### config.mk
export PLATFORM = sky130hd
export DESIGN_NAME = klq_csr
export DESIGN_NICKNAME = d
export VERILOG_FILES = /design/src/design/klq_pkg.sv /design/src/design/klq_csr.sv
export SDC_FILE = /design/constraint.sdc
export NUM_CORES = 1
export LEC_CHECK = 0
export ABC_AREA = 1
export BUFFER_PORTS_ARGS = -buffer_cell sky130_fd_sc_hd__buf_4
export CAP_MARGIN = 5
export CELL_PAD_IN_SITES_DETAIL_PLACEMENT = 1
export CELL_PAD_IN_SITES_GLOBAL_PLACEMENT = 1
export CORE_MARGIN = 2
export CORE_UTILIZATION = 30
export DETAILED_ROUTE_END_ITERATION = 6
export PLACE_DENSITY = 0.93
export SLEW_MARGIN = 20
export SYNTH_ARGS = -nofsm -noshare
export SYNTH_HDL_FRONTEND = slang
export SYNTH_SLANG_ARGS = --single-unit
### constraint.sdc
create_clock -name clock -period 1.9 [get_ports clock]
set_input_delay 0.095 -clock clock [delete_from_list [all_inputs] [get_ports clock]]
set_output_delay 0.095 -clock clock [all_outputs]
set_load 0.01 [all_outputs]
### src/design/klq_pkg.sv
package klq_pkg;

   // Round count of the cipher; the cell chain has one cell per round.
   localparam int ROUND_COUNT = 528;

   localparam int BLOCK_WIDTH = 32;
   localparam int KEY_WIDTH   = 64;
   localparam int KEY_IDX_W   = $clog2(KEY_WIDTH);

   // Nonlinear function, indexed by five register bits.
   localparam logic [31:0] NLF_TABLE = 32'h3A5C_742E;

   // Operation codes carried on req_tuser.
   localparam logic OP_ENCRYPT = 1'b0;
   localparam logic OP_DECRYPT = 1'b1;

   // One slot of the round chain.
   typedef struct packed {
      logic                   valid;
      logic                   op;
      logic [BLOCK_WIDTH-1:0] block;
   } stage_type;

   function automatic logic nlf(input logic [4:0] idx);
      return NLF_TABLE[idx];
   endfunction

   // Encryption round: shift right, new bit 31.
   function automatic logic [BLOCK_WIDTH-1:0] round_enc(input logic [BLOCK_WIDTH-1:0] x,
                                                       input logic                   k);
      logic fb;
      fb = x[0] ^ x[16] ^ k ^ nlf({x[31], x[26], x[20], x[9], x[1]});
      return {fb, x[31:1]};
   endfunction

   // Decryption round: shift left, new bit 0.
   function automatic logic [BLOCK_WIDTH-1:0] round_dec(input logic [BLOCK_WIDTH-1:0] x,
                                                       input logic                   k);
      logic fb;
      fb = x[31] ^ x[15] ^ k ^ nlf({x[30], x[25], x[19], x[8], x[0]});
      return {x[30:0], fb};
   endfunction

endpackage

### src/design/klq_csr.sv
// APB register file: cipher_key at byte address 0.
module klq_csr (
   input  logic                          clock,
   input  logic                          reset,
   input  logic                          csr_psel,
   input  logic                          csr_penable,
   input  logic                          csr_pwrite,
   input  logic [3:0]                    csr_paddr,
   input  logic [klq_pkg::KEY_WIDTH-1:0] csr_pwdata,
   output logic [klq_pkg::KEY_WIDTH-1:0] csr_prdata,
   output logic                          csr_pready,
   output logic [klq_pkg::KEY_WIDTH-1:0] cipher_key
);

   localparam logic REG_CIPHER_KEY = 1'b0;

   logic [klq_pkg::KEY_WIDTH-1:0] key_ff;
   logic [klq_pkg::KEY_WIDTH-1:0] key_in;
   logic                          key_we;

   assign csr_pready = 1'b1;
   // register index is paddr[3] (8-byte spacing)
   assign key_we = csr_psel && csr_penable && csr_pwrite && csr_pready
                   && (csr_paddr[3] == REG_CIPHER_KEY);
   assign key_in = key_we ? csr_pwdata : key_ff;

   always_ff @(posedge clock) begin
      if (reset) begin
         key_ff <= '0;
      end else begin
         key_ff <= key_in;
      end
   end

   always_comb begin
      unique case (csr_paddr[3])
         REG_CIPHER_KEY: csr_prdata = key_ff;
         default:        csr_prdata = '0;
      endcase
   end

   assign cipher_key = key_ff;

endmodule
* Yosys cells after proc, flatten, opt, wreduce, memory -nomap -nowiden
Index checks and enable logic that the tools add are counted.
Word-level totals: register bits after elaboration 64, bits of input ports 73, output and inout port bits 129, word-level logic and storage cells 6
Operators by class: reduce and logical (&&, ||, !) cells 3, bitwise operators 1, mux-type cells 1
Operator list (number):
- $mux 64 | 1
- $logic_and 1x1->1 | 3
- $not 1->1 | 1

* Depth between registers and ports, before layout
Gate-level depths: netlist of run 1.
word-level depth 3, gate-level depth with buffers 6, depth with buffers taken out 5

* Least setup slack after synthesis of run 1
No wires, ideal clock.
path kind input -> register, from input csr_psel, to register key_ff (netlist bit cipher_key[0]), stages 6, buffers on the path 1, library setup time 113 ps, path slack 1124 ps, required time 1787 ps, arrival time 663 ps, cell sequence inv_1 nor2_4 buf_6 nand3_1 nand2_1 nor2_1
On the way: word-level cells in the longest chain between the ends 3
RTL lines:
- start: declaration | line klq_csr.sv:5 | input logic csr_psel,
- $logic_and 1x1->1 (2 in series) | line klq_csr.sv:23 | assign key_we = csr_psel && csr_penable && csr_pwrite && csr_pready
- $logic_and 1x1->1 | line klq_csr.sv:24 | && (csr_paddr[3] == REG_CIPHER_KEY);
- end signal: assignment | line klq_csr.sv:31 | key_ff <= key_in;
- end: declaration | line klq_csr.sv:17 | logic [klq_pkg::KEY_WIDTH-1:0] key_ff;
No other way between the ends. A chain may end at the register's enable or synchronous reset.

* Worst setup path after layout of run 1
from input csr_paddr[3], to output csr_prdata[0] (netlist name)
On the way: word-level cells in the longest chain between the ends 1
RTL lines:
- start: declaration | line klq_csr.sv:8 | input logic [3:0] csr_paddr,
- $mux 64 | line klq_csr.sv:36 | unique case (csr_paddr[3])
- end: declaration | line klq_csr.sv:10 | output logic [klq_pkg::KEY_WIDTH-1:0] csr_prdata,
No other way between the ends.

==> results.yml, run 1 <==
placed_design:
  portBuffers: 197
  gp_congestion: 0.752
  place_inst: 864
  dp_hpwl_um: 8710
layout:
  final_util: 0.467
  area_delta_synth_final_pct: 51.6
  instances_no_fill: 880
  antenna_cells: 0
  largest_reg_flops: 64
  final_nets: 808
  fillCellCount: 1477
  layout-drive-gt1-share: 0.305
clock_network:
  cts-root-buf: "clkbuf_8"
  cts-htree-levels: 3
  hold_buffers: 0
  postCtsSetupBuffers: 0
  cts_made_buffers: 9
  cts_buffer_depth: 2
  cts_tree: "done"
  clkSlewWorstSetupHoldPaths_ns: 0.08
  cts_resized: 0
  cts_sinks: 64
  worstSkewPairLatency_ns: 0.33
die:
  chipWidth_um: 109
  dieArea_um2: 12000
  rows: 38
  fp.coreArea_um2: 10800
  die_h_um: 109
  ioPinCount: 202
  start_util: 0.308
synthesis:
  synth-main-ff-cell: "dfxtp_1"
  synth_top_cells_by_area: "dfxtp_1, nor2_1, inv_1"
  synth.distinct_cells: 14
  syn-num-nets: 626
  synth-seq-cells: 64
  syn_area_per_cell_um2: 6.03
  synth_top_cell_by_area: "dfxtp_1"
  synthCells: 553
  async_flop_share: 0
  synth_edf_count: 0
  synthTopCellsByCount: "nor2_1, inv_1, dfxtp_1, nand2_1, nand3_1"
  yosysMostFrequentCell: "nor2_1"
  yosys_warnings: 0
  ys_seq_area_frac: 0.384
  syn-cell-area_um2: 3340
  synth_top_area_frac: 0.384
sta:
  fin_crit_sh: 0.662
  fin_worst_skew_ns: 0
  finalHoldViolCount: 0
  tightest_slew_ns: 0.878
  max_freq_mhz: 795
  maxSlewViolCount: 0
  final-setup-viol-count: 0
  final.setup.tns_ns: 0
  rsz0062_at_grt: "false"
  finalCriticalPeriod_ns: 1.26
  maxSlewHeadroom: 0.415
  hold-worst-slack_ns: 0.0809
route:
  wl_um: 11400
  vias: 3846
  drtIter0Drc: 87
  via_per_inst: 4.37
  wl_per_cell_um: 12.9
  ant_nets: 0
  firstDrtPassIters: 6
  drc: 0
status:
  status: "finished clean"
power:
  pwr-share-seq: 0.426
  p_leak_nw: 2.71
  combPwrFrac: 0.162
  switching_share: 0.256
  internal_power_mw: 2.50
  power_density_nw_per_um2: 663
  ir_drop_uv: 368
  clkPwrFrac: 0.412
  p_switching_uw: 859
worst_setup_path:
  critPathArrivalTime_ns: 1.16
  timing.critical_path.fanout_max: 37
  cp-end-kind: "output pin"
  crit_chain: "buf_4, buf_4, nor2_1, buf_4"
  critPathLaunchType: "input pin"
  critical_path_class: "input pin to output pin"
  crit_required_ns: 1.80
  critical-path-max-stage-delay_ns: 0.45
  path_common_cell: "buf_4"
  slowest_stage: "buf_4"
worst_hold_path:
  worst_hold_path_type: "input pin to register"
global_route:
  grt_pass1_wl_um: 17800
  grt_max_degree: 65
  antenna_found_initial: 0
  grt-ovfl-total: 0
  track_usage: 0.188
  grt_pass1_vias: 3895
run:
  maxCapViolCount: 0
[worst max-delay path: cells and delay by family]
family	cells	cell delay (ns)
buffers and inverters	3	0.92
AND/OR/NAND/NOR	1	0.14
[path summary, 6_finish.rpt]
check / start / end / slack, ns / depth (start not counted)
setup reg to reg: cipher_key[63]$_SDFFE_PP0P_ / cipher_key[63]$_SDFFE_PP0P_ / 1.24 / 2
hold reg to reg: cipher_key[7]$_SDFFE_PP0P_ / cipher_key[7]$_SDFFE_PP0P_ / 0.50 / 2
hold / removal: csr_pwdata[0] / cipher_key[0]$_SDFFE_PP0P_ / 0.08 / 5
setup / recovery: csr_paddr[3] / csr_prdata[0] / 0.64 / 4
[power by group through the flow]
stage	Clock, mW	Sequential [mW]	Combinational [mW]
floorplan	0	1.47	0.264
global placement	0	1.46	0.527
detailed placement	0	1.46	0.554
CTS	1.42	1.43	0.556
global route	1.48	1.43	0.610
finish	1.38	1.43	0.544
[area by class of cell]
cell class,instances,area (um^2),area share
clock inverters,4,75.1,0.0148
multi-input cells,325,1330,0.263
inverters,132,495,0.0980
flip-flops and latches,64,1280,0.253
clock buffers,12,165,0.0327
repair buffers,203,1540,0.304
well taps,140,175,0.0346
[cell usage in the layout (no fill, tap or decap), drive strengths merged]
| cell type | Yosys | layout |
|---|---|---|
| nand2 | 66 | 66 |
| bufinv | 0 | 2 |
| nand3 | 64 | 64 |
| clkbuf | 0 | 12 |
| conb | 1 | 1 |
| nor2 | 194 | 194 |
| inv | 132 | 132 |
| buf | 32 | 203 |
| clkinvlp | 0 | 2 |
| dfxtp | 64 | 64 |
[per-stage QoR]
| stage | setup slack, ns | cell area (um^2) | power [mW] |
|---|---|---|---|
| detailed placement | 0.357 | 4820 | 2.01 |
| global placement | 0.467 | 4820 | 1.98 |
| global route | 0.549 | 5060 | 3.53 |
| floorplan | 1.12 | 3340 | 1.74 |
| finish | 0.643 | 5060 | 3.35 |
| CTS | 0.597 | 5060 | 3.41 |
[kinds of logic (layout without fill, tap and decap cells)]
kind of cell | Yosys count | after routing | share of synthesized area
other | 1 | 1 | 0.00112
buffers and inverters | 164 | 351 | 0.218
flip-flops | 64 | 64 | 0.384
AND/OR/NAND/NOR | 324 | 324 | 0.397
[routing by layer]
layer  global-route usage  wire length (um)  vias up
li1                     -                 -     1931
met1                0.206              4350     1780
met2                0.354              6140      121
met3               0.0391               691       14
met4               0.0696               200        0
met5                    0                 0        -
No activity file was read; power rests on OpenSTA's default activity.
==> run 2, diff against run 1 <==
- CORE_UTILIZATION: 30 -> 28
- PLACE_DENSITY: 0.93 -> 0.88
- clock period: 1.9 -> 1.2 ns (I/O delays scaled with it)
==> results.yml, run 2 (synthesis gave the netlist of run 1 again) <==
worst_setup_path:
  critPathLaunchType: "register"
  timing.critical_path.fanout_max: 3
  critPathArrivalTime_ns: 0.99
  r2r_setup_slack_ns: 0.59
  regToRegEndpoint: "cipher_key[42]$_SDFFE_PP0P_"
  r2r_cells: 2
  crit_required_ns: 1.14
  cp-end-kind: "output pin"
  reg2reg_from: "cipher_key[42]$_SDFFE_PP0P_"
  critical_path_class: "register to output pin"
sta:
  final-setup-viol-count: 0
  rsz0062_at_grt: "false"
  finalHoldViolCount: 0
  finalWorstSetupSlack_ns: 0.153
  fin_crit_sh: 0.872
  fin_worst_skew_ns: 0
  final.setup.tns_ns: 0
  max_freq_mhz: 955
  finalCriticalPeriod_ns: 1.05
  maxSlewViolCount: 0
layout:
  multi_input_area_um2: 1330
  final_nets: 811
  area_delta_synth_final_pct: 54.9
  largest_reg_flops: 64
  antenna_cells: 0
  final_common_cell: "buf_4"
  seq_area_um2: 1280
  layout-drive-gt1-share: 0.301
  mostFrequentLayoutCells: "buf_4, nor2_1, inv_1"
  fillCellCount: 1550
  final_util: 0.449
placed_design:
  portBuffers: 197
  pre_cts_ws_ns: 0.250
  dp_hpwl_um: 8380
  gp_congestion: 0.756
route:
  wl_um: 10900
  ant_nets: 0
  vias: 3854
  drtIter0Drc: 164
  wl_per_cell_um: 12.3
  firstDrtPassIters: 7
  drc: 15
  via_per_inst: 4.35
die:
  ioPinCount: 202
  fp.coreArea_um2: 11500
  die_h_um: 113
  chipWidth_um: 113
  dieArea_um2: 12800
  rows: 39
  start_util: 0.290
global_route:
  grt-ovfl-total: 0
  track_usage: 0.168
  grt_pass1_vias: 3836
  grt_max_degree: 65
  antenna_found_initial: 0
  grt_pass1_wl_um: 17700
clock_network:
  cts-root-buf: "clkbuf_16"
  cts_resized: 0
  cts-htree-levels: 3
  postCtsSetupBuffers: 0
  cts_buffer_depth: 2
  hold_buffers: 0
  worstSkewPairLatency_ns: 0.32
  cts_made_buffers: 9
  cts_tree: "done"
  cts_sinks: 64
  clkSlewWorstSetupHoldPaths_ns: 0.05
run:
  maxCapViolCount: 0
worst_hold_path:
  hold_end: "cipher_key[53]$_SDFFE_PP0P_"
  hold_path_depth: 5
  worst_hold_path_type: "input pin to register"
  min-delay-start: "csr_pwdata[53]"
status:
  status: "finished, violations left"
  violations: "DRC"
power:
  power_density_nw_per_um2: 1040
  ir_drop_uv: 445
  p_leak_nw: 2.75
[run 2: changes by cell type in the layout (fill, tap and decap cells not counted), moves of 3 or more]
cell / before / now
buf_4: 202 / 199
clkbuf_8: 12 / 0
clkbuf_1: 0 / 5
buf_12: 1 / 7
clkbuf_16: 0 / 9
[run 2: worst max path at each step]
stage	slack [ns]	from	cells past startpoint	to
global placement	0.31	csr_pwrite	7	cipher_key[51]$_SDFFE_PP0P_
global route	0.08	cipher_key[45]$_SDFFE_PP0P_	3	csr_prdata[45]
detailed placement	0.25	csr_pwrite	7	cipher_key[55]$_SDFFE_PP0P_
CTS	0.13	cipher_key[6]$_SDFFE_PP0P_	3	csr_prdata[6]
finish	0.15	cipher_key[13]$_SDFFE_PP0P_	3	csr_prdata[13]
floorplan	0.46	csr_psel	6	cipher_key[0]$_SDFFE_PP0P_
[run 2: power breakdown]
part	internal [mW]	leakage, nW	switching, mW	total [mW]
sequential	2.20	0.520	0.0621	2.27
clock	1.38	0.121	0.835	2.22
combinational	0.438	2.11	0.450	0.888
[run 2: per-stage QoR]
step	hold WS, ns	power (mW)	instances	cell area (um^2)
finish	0.0567	5.37	885	5170
global placement	0.367	3.17	870	4920
detailed placement	0.383	3.21	870	4920
CTS	0.0448	5.46	885	5170
floorplan	0.243	2.75	553	3340
global route	0.0651	5.65	885	5170
[run 2: cell type report]
cell class	instances	share of cell area
timing repair buffer	206	0.316
clock inverter	1	0.000969
sequential	64	0.248
multi-input combinational	325	0.257
clock buffer	14	0.0472
tap	143	0.0346
inverter	132	0.0959
[run 2: layer usage]
metal / part of all wire / vias to the layer above / global-route usage
li1: - / 1935 / -
met1: 0.40 / 1778 / 0.188
met2: 0.52 / 123 / 0.313
met3: 0.066 / 18 / 0.0305
met4: 0.019 / 0 / 0.0667
met5: 0 / - / 0
[run 2: critical path, stage by stage (launching register included)]
cell	delay, ns
dfxtp_1	0.37
inv_1	0.07
nor2_1	0.09
buf_4	0.13
