**config.mk**
```make
export PLATFORM = sky130hd
export DESIGN_NAME = klq_round_cell
export DESIGN_NICKNAME = d
export VERILOG_FILES = /design/src/design/klq_pkg.sv /design/src/design/klq_round_cell.sv
export SDC_FILE = /design/constraint.sdc
export NUM_CORES = 1
export LEC_CHECK = 0
export BUFFER_PORTS_ARGS = -buffer_cell sky130_fd_sc_hd__buf_2
export CAP_MARGIN = 20
export CORE_ASPECT_RATIO = 1.25
export CORE_UTILIZATION = 46
export CTS_CLUSTER_SIZE = 14
export DETAILED_ROUTE_END_ITERATION = 8
export PLACE_DENSITY = 0.76
export SLEW_MARGIN = 10
export SYNTH_ARGS = -nofsm -noshare
export SYNTH_HDL_FRONTEND = slang
export SYNTH_SLANG_ARGS = --single-unit
```
**constraint.sdc**
```tcl
create_clock -name clock -period 1.6 [get_ports clock]
set_clock_uncertainty 0.15 [all_clocks]
set_input_delay 0.16 -clock clock [delete_from_list [all_inputs] [get_ports clock]]
set_output_delay 0.16 -clock clock [all_outputs]
set_load 0.01 [all_outputs]
```
**src/design/klq_pkg.sv**
```systemverilog
package klq_pkg;

   // Round count of the cipher; the cell chain has one cell per round.
   localparam int ROUND_COUNT = 528;

   localparam int BLOCK_WIDTH = 32;
   localparam int KEY_WIDTH   = 64;
   localparam int KEY_IDX_W   = $clog2(KEY_WIDTH);

   // Nonlinear function, indexed by five register bits.
   localparam logic [31:0] NLF_TABLE = 32'h3A5C_742E;

   // Operation codes carried on req_tuser.
   localparam logic OP_ENCRYPT = 1'b0;
   localparam logic OP_DECRYPT = 1'b1;

   // One slot of the round chain.
   typedef struct packed {
      logic                   valid;
      logic                   op;
      logic [BLOCK_WIDTH-1:0] block;
   } stage_type;

   function automatic logic nlf(input logic [4:0] idx);
      return NLF_TABLE[idx];
   endfunction

   // Encryption round: shift right, new bit 31.
   function automatic logic [BLOCK_WIDTH-1:0] round_enc(input logic [BLOCK_WIDTH-1:0] x,
                                                       input logic                   k);
      logic fb;
      fb = x[0] ^ x[16] ^ k ^ nlf({x[31], x[26], x[20], x[9], x[1]});
      return {fb, x[31:1]};
   endfunction

   // Decryption round: shift left, new bit 0.
   function automatic logic [BLOCK_WIDTH-1:0] round_dec(input logic [BLOCK_WIDTH-1:0] x,
                                                       input logic                   k);
      logic fb;
      fb = x[31] ^ x[15] ^ k ^ nlf({x[30], x[25], x[19], x[8], x[0]});
      return {x[30:0], fb};
   endfunction

endpackage

```
**src/design/klq_round_cell.sv**
```systemverilog
// One cipher round with its stage register.
module klq_round_cell (
   input  logic                clock,
   input  logic                reset,
   input  logic                enable,
   input  klq_pkg::stage_type  stage_in,
   input  logic                key_enc,
   input  logic                key_dec,
   output klq_pkg::stage_type  stage_out
);

   logic                            valid_ff;
   logic                            valid_in;
   logic                            op_ff;
   logic [klq_pkg::BLOCK_WIDTH-1:0] block_ff;
   logic [klq_pkg::BLOCK_WIDTH-1:0] block_in;

   assign valid_in = stage_in.valid;

   always_comb begin
      if (stage_in.op == klq_pkg::OP_DECRYPT) begin
         block_in = klq_pkg::round_dec(stage_in.block, key_dec);
      end else begin
         block_in = klq_pkg::round_enc(stage_in.block, key_enc);
      end
   end

   always_ff @(posedge clock) begin
      if (reset) begin
         valid_ff <= 1'b0;
      end else if (enable) begin
         valid_ff <= valid_in;
      end
   end

   always_ff @(posedge clock) begin
      if (enable) begin
         op_ff    <= stage_in.op;
         block_ff <= block_in;
      end
   end

   assign stage_out.valid = valid_ff;
   assign stage_out.op    = op_ff;
   assign stage_out.block = block_ff;

endmodule

```
# Word level (Yosys, flattened, before mapping)
# Memory sizes are Yosys's and may differ from the RTL's.
# Cells that the tools add are included.
# totals
elab_cells	16
output_inout_bits	34
ramBits	0
latchBits	0
romBits	64
input_bits	39
regBits	34
memories	2
# mem_list
memory	depth	word_bits	rd	rd_ports_with_merged_regs	write_ports	line_no	source
(name not given)	32	1	1	0	0	klq_pkg.sv:25	return NLF_TABLE[idx];
(name not given)	32	1	1	0	0	klq_pkg.sv:25	
# classes
n_eq_ne	0
n_div	0
order_cmp	2
shifts	0
n_reduce_logical	0
bitwise_logic	6
muxes	3
n_addsub	0
mul	0
# ops
cell	n
two-way mux 32 bit	1
< comparator 5 x 6 -> 1 bit (second input constant)	2
bitwise XOR 1 bit	6
two-way mux 1 bit	2

# Longest topological paths before layout
# Gate-level depths: netlist of the first run.
# depth
word_depth	4
mapped_depth	5
mapped_depth_nobuf	4

# Worst setup path before layout of the first run
# Ideal clock, no wire load.
# synth_timing
kind	input port to flip-flop
startpoint	in stage_in[32] (netlist bit)
endpoint	reg block_ff[10] (netlist bit), data pin
path_slack_ps	340
cell_stages	3
setup_ps	260
n_path_buf	2
required_ps	1190
arrival_ps	850
cell_sequence	buf_2 > buf_2 > mux2_2
# synth_between
elab_chain_len	1
# synth_rtl
element	line_no	source
start, declared	klq_round_cell.sv:6	input klq_pkg::stage_type stage_in,
two-way mux 32 bit	klq_round_cell.sv:21	if (stage_in.op == klq_pkg::OP_DECRYPT) begin
net block_in (one bit)	klq_round_cell.sv:16	logic [klq_pkg::BLOCK_WIDTH-1:0] block_in;
end signal, assigned	klq_round_cell.sv:39	block_ff <= block_in;
end, declared	klq_round_cell.sv:15	logic [klq_pkg::BLOCK_WIDTH-1:0] block_ff;
# The timed path passes the listed nets, and every way through them passes these cells.
# A chain may end at the register's enable or synchronous reset.

# Final worst setup path of the first run
# layout_timing
startpoint	in reset
endpoint	reg valid_ff
# layout_lines
element	line_no	source
start, declared	klq_round_cell.sv:4	input logic reset,
end signal, assigned	klq_round_cell.sv:32	valid_ff <= valid_in;
end, declared	klq_round_cell.sv:12	logic valid_ff;
# No word-level cell between the ends.

==> metrics.md, run 1 <==
| Metric | Value |
|---|---|
| Synth Register Bits | `34` |
| Max Slew Vio Count | `0` |
| Crit end category | `flip-flop` |
| Reg2reg start | `valid_ff` |
| Top-area cell type share of the netlist area | `0.611` |
| Register area share after synthesis | `0.623` |
| I/O pin count | `73` |
| Routed Antenna Nets | `0` |
| Cells after Synth | `104` |
| Post-synthesis cell type count | `23` |
| DRT Wirelength | `3570 um` |
| Max Cap Viol | `0` |
| TritonCTS clock tree | `done` |
| Initial antenna violation count | `0` |
| Asr flop ratio synth | `0` |
| EDFF count, synth | `33` |
| Crit. Startpoint | `reset` |
| 1st-iter DRT viols | `38` |
| DRT Pass-1 Iters | `4` |
| Sequential Power Share | `0.530` |
| Diode count | `0` |
| Measured slew at the worst slew-check pin | `~0.37 ns` |
| Final setup violation count | `0` |
| Final min period | `1.37 ns` |
| Clk_lat worst skew | `around 0.28 ns` |
| Final worst slack | `about 0.23 ns` |
| Commonest non-fill, non-tap cell in the layout | `buf_2` |
| Avg Inst Size Synth | `between 15 and 20 um2` |
| Lkg Pwr | `roughly 0.89 nW` |
| CP Class | `input port to flip-flop` |
| PD cells | `965 mW/mm2` |
| Syn_nets | `143` |
| IO Port Bufs | `72` |
| Sequential Area | `slightly above 0.001 mm2` |
| Netlist Area Pre-Place | `0.00162 mm2` |
| Largest cells by area after synthesis | `edfxtp_1 61%, mux2_2 20%, a31oi_1 1.5%, o31ai_2 1.5%, and4_4 1.4%` |
| Vias in the first global route | `between 1k and 1.5k` |
| RSZ-0062 raised after global routing | `false` |
| Synth area leader | `edfxtp_1` |
| Gr usage total | `0.208` |
| Worst slew margin | `0.750` |
| Arrival time worst endpoint | `approximately 1.4 ns` |
| Largest net degree at the start of global routing | `36` |
| Final Hold Fails | `0` |
| Critical Path Start Type | `input port` |
| Grt ovf | `0` |
| Switch share | `0.243` |
| Post-DP HPWL | `2630 um` |
| Final worst path period share | `0.854` |
| Run status | `completed` |
| Clock network power share | `0.291` |
| Die X | `55.1 um` |
| Clock sinks | `34` |
| RePlAce Congestion | `0.766` |
| Multi-input logic area | `569 um2` |
| Core area | `around 0.0033 mm2` |
| First-pass GRT wire length | `5320 um` |
| Yosys warnings | `0` |
| NetSw | `0.502 mW` |
| Clock Pin Slew Worst Setup and Hold Paths | `~0.070 ns` |
| Clock buffer count from CTS | `5` |
| Ys flop type | `edfxtp_1` |
| Cell row count | `23` |
| Die ar. | `0.00377 mm2` |
| Layout Nets | `220` |
| Root Driver | `clkbuf_8` |
| Fmax achieved | `between 700 and 800 MHz` |
| Share of layout cells above drive strength 1 | `0.632` |
| Pre-CTS setup slack | `0.160 ns` |
| VDD IR max | `735 uV` |
| Critical Path Fanout Max | `1` |
| Hold_sp | `stage_in[6]` |
| Vias per cell | `5.42` |
| Internal power | `1.56 mW` |
| PostCTS Resize Cnt | `0` |
| Setup TNS | `0 ns` |
| Fill count | `259` |
| Area grow syn2layout | `31.7%` |
| Initial core utilization | `0.495` |
| Post-Place Cells | `209` |
| Die H | `around 68 um` |
| Via count | `1188` |
| Hold Path Class | `input port to flip-flop` |
| WL per Instance | `16.3 um` |
| Layout Cells excl Fill | `219` |
| # DRC | `0` |
| Combinational share of power | `0.179` |
| Leading cell types in the layout, fill and taps excluded | `72 x buf_2, 33 x edfxtp_1, 29 x mux2_2, 5 x clkbuf_8` |
| # H-tree levels | `2` |
| Required @ worst endpoint | `1.68 ns` |
| CTS Buffer Depth | `2` |
[power groups by stage]
stage,logic [mW],clock network (mW),registers [mW]
6_report,0.370,0.599,1.09
5_1_grt,0.402,0.650,1.10
4_1_cts,0.374,0.610,1.09
3_5_place_dp,0.369,0,1.11
3_3_place_gp,0.356,0,1.11
2_1_floorplan,0.138,0,1.16
[what timing repair did]
action | in CTS | in global routing
hold endpoints to repair | 1 | 0
hold buffers | 2 | 0
setup buffers | 0 | 0
[cell type report]
| cell class | instances | area share |
|---|---|---|
| Tap cell | 37 | 0.0217 |
| Multi-Input combinational cell | 62 | 0.266 |
| Inverter | 2 | 0.00351 |
| Timing Repair Buffer | 76 | 0.197 |
| Clock buffer | 6 | 0.0340 |
| Clock inverter | 2 | 0.00468 |
| Sequential cell | 34 | 0.473 |
[through the flow]
stage | hold WS (ns) | power [mW] | area [um2] | utilization
floorplan | 0.0824 | 1.30 | 1620 | -
global placement | 0.169 | 1.46 | 2030 | 0.620
detailed placement | 0.179 | 1.48 | 2030 | 0.620
CTS | 0.0296 | 2.08 | 2140 | 0.651
global route | 0.0277 | 2.15 | 2140 | 0.651
finish | 0.0296 | 2.06 | 2140 | 0.651
[path summary, 6_finish.rpt]
kind	to	slack, ns	cells after the start
max	valid_ff	0.23	4
min	block_ff[7]	0.03	3
min reg2reg	valid_ff	0.91	3
max reg2reg	valid_ff	0.31	3
[state kept, by name, indices dropped and copies added (netlist names)]
| signal | flops |
|---|---|
| op_ff | 1 |
| valid_ff | 1 |
| block_ff | 32 |
[worst max-delay path, cell delays in order]
cell and delay, ns:
dlygate4sd3_1 0.54, buf_2 0.12, nor2_1 0.08, dlygate4sd3_1 0.54
[logic make-up after synthesis]
logic type / after synthesis / synth area share
and+or+nand+nor: 17 / 0.0732
xor gates and xnor gates: 4 / 0.0216
buffers and inverters: 8 / 0.0262
muxes: 30 / 0.207
DFF: 34 / 0.623
AOI/OAI and AO/OA: 11 / 0.0486
[layer usage]
layer  global-route usage  wire (um)
met2                0.357       1990
met5                    0          0
met1                0.223       1300
met4               0.0938         77
met3               0.0733        200
[Yosys cell counts (2+ instances only)]
cell,n
edfxtp_1,33
buf_2,4
nor3b_1,2
nor2b_1,2
and4_4,2
o31ai_2,2
inv_1,2
nor2_1,4
buf_4,2
o21ai_0,3
mux2_2,29
xor2_1,2
nand2_1,3
xnor2_1,2
a31oi_1,4
Note: power is estimated with default switching activity, not from simulation.
==> run 2: changes to the inputs <==
PLACE_DENSITY = 0.78   (was 0.76)
RECOVER_POWER = 100   (was default)
==> run 2 against run 1 <==
Against the previous run:
- routed wire length decreased by 2.5%
- design area decreased by 3.4%
- combinational power down 7.8%
- die area unchanged
- via count shrank 1.7%
- sequential power is essentially flat
- highest routed layer unchanged
- first-iteration DRC count shrank 55%
- non-clock buffer count rose by 1
- setup slack worse by 0.055 ns
- final cell count unchanged
- sequential share of layout area up 1.7 points
- total power shrank 2.3%
==> metrics.md, run 2 (synthesis results as in run 1) <==
| Metric | Value |
|---|---|
| Fmax achieved | `~700 MHz` |
| Reg2reg start | `valid_ff` |
| Clk_lat worst skew | `between 0.2 and 0.3 ns` |
| Clock buffer count from CTS | `5` |
| Measured slew at the worst slew-check pin | `1.01 ns` |
| Leading cell types in the layout, fill and taps excluded | `38 x buf_2, 37 x clkbuf_1, 33 x edfxtp_1, 29 x mux2_2, 5 x clkbuf_8` |
| VDD IR max | `982 uV` |
| Crit end category | `flip-flop` |
| Max Slew Vio Count | `0` |
| Final min period | `1.42 ns` |
| Post-CTS Setup Bufs | `0` |
| Area grow syn2layout | `27.2%` |
| Crit path max-delay family | `buffers and inverters` |
| I/O pin count | `73` |
| R2R depth | `3` |
| Internal power | `1.53 mW` |
| Vias in the first global route | `1147` |
| Gr usage total | `0.205` |
| Critical Path Start Type | `input port` |
| Combinational share of power | `0.169` |
| Diode count | `0` |
| Post-CTS Hold Fix Bufs | `2` |
| Setup TNS | `0 ns` |
| RSZ-0062 raised after global routing | `false` |
| 1st-iter DRT viols | `17` |
| Arrival time worst endpoint | `~1.3 ns` |
| Layout Nets | `221` |
| # H-tree levels | `2` |
| Final setup violation count | `0` |
| Clock sinks | `34` |
| Final instance area | `0.00206 mm2` |
| RePlAce Congestion | `0.740` |
| Die H | `68.4 um` |
| CP Class | `input port to flip-flop` |
| Die X | `55.1 um` |
| Core area | `0.00328 mm2` |
| Biggest register | `block_ff` |
| Final Hold Fails | `0` |
| Grt peak-use layer | `met2` |
| Slowest CP cell | `clkbuf_2` |
| Reg2reg setup slack | `0.32 ns` |
| Die ar. | `0.00377 mm2` |
| Max Cap Viol | `0` |
| DRT Pass-1 Iters | `7` |
| Lkg Pwr | `just under 0.8 nW` |
| Hold path depth | `3` |
| PD cells | `around 1000 mW/mm2` |
| IO Port Bufs | `72` |
| Hold Path Class | `input port to flip-flop` |
| DRT Wirelength | `3480 um` |
| Max reg flops | `32` |
| First-pass GRT wire length | `5240 um` |
| Worst reg2reg path endpoint | `valid_ff` |
| Worst slew margin | `0.329` |
| CP Cell Sequence | `buf_2, clkbuf_2, mux2_2` |
| Dpl cell area | `roughly 0.002 mm2` |
| Met1 Use GR | `0.210` |
| Clock network power share | `0.288` |
| Largest net degree at the start of global routing | `36` |
| Sequential Power Share | `0.543` |
| Grt ovf | `0` |
| Switch share | `0.240` |
| TritonCTS clock tree | `done` |
| Run status | `completed` |
| Hold_sp | `stage_in[6]` |
| Critical Path Fanout Max | `35` |
| Hold path endpoint | `block_ff[7]` |
| Root Driver | `clkbuf_8` |
| Routed Antenna Nets | `0` |
| CTS Buffer Depth | `2` |
| Met3 Use GR | `0.0489` |
| Initial antenna violation count | `0` |
| Commonest non-fill, non-tap cell in the layout | `buf_2` |
| Final worst path period share | `0.888` |
| WL per Instance | `15.9 um` |
| Max incr delay on CP | `around 0.63 ns` |
| Share of layout cells above drive strength 1 | `0.434` |
| Vias per cell | `~5.3` |
| Initial core utilization | `0.495` |
| GR Util met2 | `0.369` |
| PostCTS Resize Cnt | `0` |
| Cell row count | `23` |
| Biggest regs | `block_ff x32, op_ff x1, valid_ff x1` |
| NetSw | `roughly 0.48 mW` |
| Critical path buffers and inverters | `2` |
| Fill count | `296` |
| Via count | `1168` |
| Clock Pin Slew Worst Setup and Hold Paths | `0.06 ns` |
| Required @ worst endpoint | `1.48 ns` |
| # DRC | `0` |
## run 2: power groups by stage
stage | clock network, mW | logic, mW | registers, mW
2_1_floorplan | 0 | 0.138 | 1.16
3_3_place_gp | 0 | 0.349 | 1.11
3_5_place_dp | 0 | 0.368 | 1.11
4_1_cts | 0.593 | 0.372 | 1.09
5_1_grt | 0.621 | 0.373 | 1.10
6_report | 0.579 | 0.341 | 1.09
## run 2: final cells by class
class	instances	area, um2	area share
clock buffer	7	76.3	0.0370
inverter	2	7.51	0.00364
multi-input combinational	62	569	0.276
sequential	34	1010	0.490
tap	37	46.3	0.0224
timing repair buffer	77	354	0.172
## run 2: worst reg2reg max path, cell delays in order (launching register included)
cell and delay (ns):
dfxtp_1 0.31, mux2i_1 0.12, nor2_1 0.05, dlygate4sd3_1 0.54
## run 2: worst max path at each step
stage	start	to	slack [ns]	cells after the start
after floorplan	stage_in[32]	block_ff[10]	0.34	3
after CTS	reset	valid_ff	0.26	4
final	stage_in[32]	block_ff[22]	0.18	3
after global placement	stage_in[26]	block_ff[31]	0.24	5
after global routing	stage_in[32]	block_ff[0]	0.1	5
after detailed placement	stage_in[25]	block_ff[0]	0.17	5
## run 2: layer usage
metal,wire length (um),vias up
met5,0,-
met4,87,0
met3,224,10
met2,1950,44
met1,1210,555
li1,-,559
## run 2: stage by stage
step / power [mW] / worst slack, ns / std cells / hold slack, ns / util
floorplan: 1.30 / 0.340 / 104 / 0.0824 / -
global placement: 1.46 / 0.242 / 210 / 0.168 / 0.619
CTS: 2.06 / 0.256 / 219 / 0.0221 / 0.648
finish: 2.01 / 0.179 / 219 / 0.0234 / 0.629
detailed placement: 1.48 / 0.166 / 210 / 0.172 / 0.619
global route: 2.10 / 0.0980 / 219 / 0.0334 / 0.629
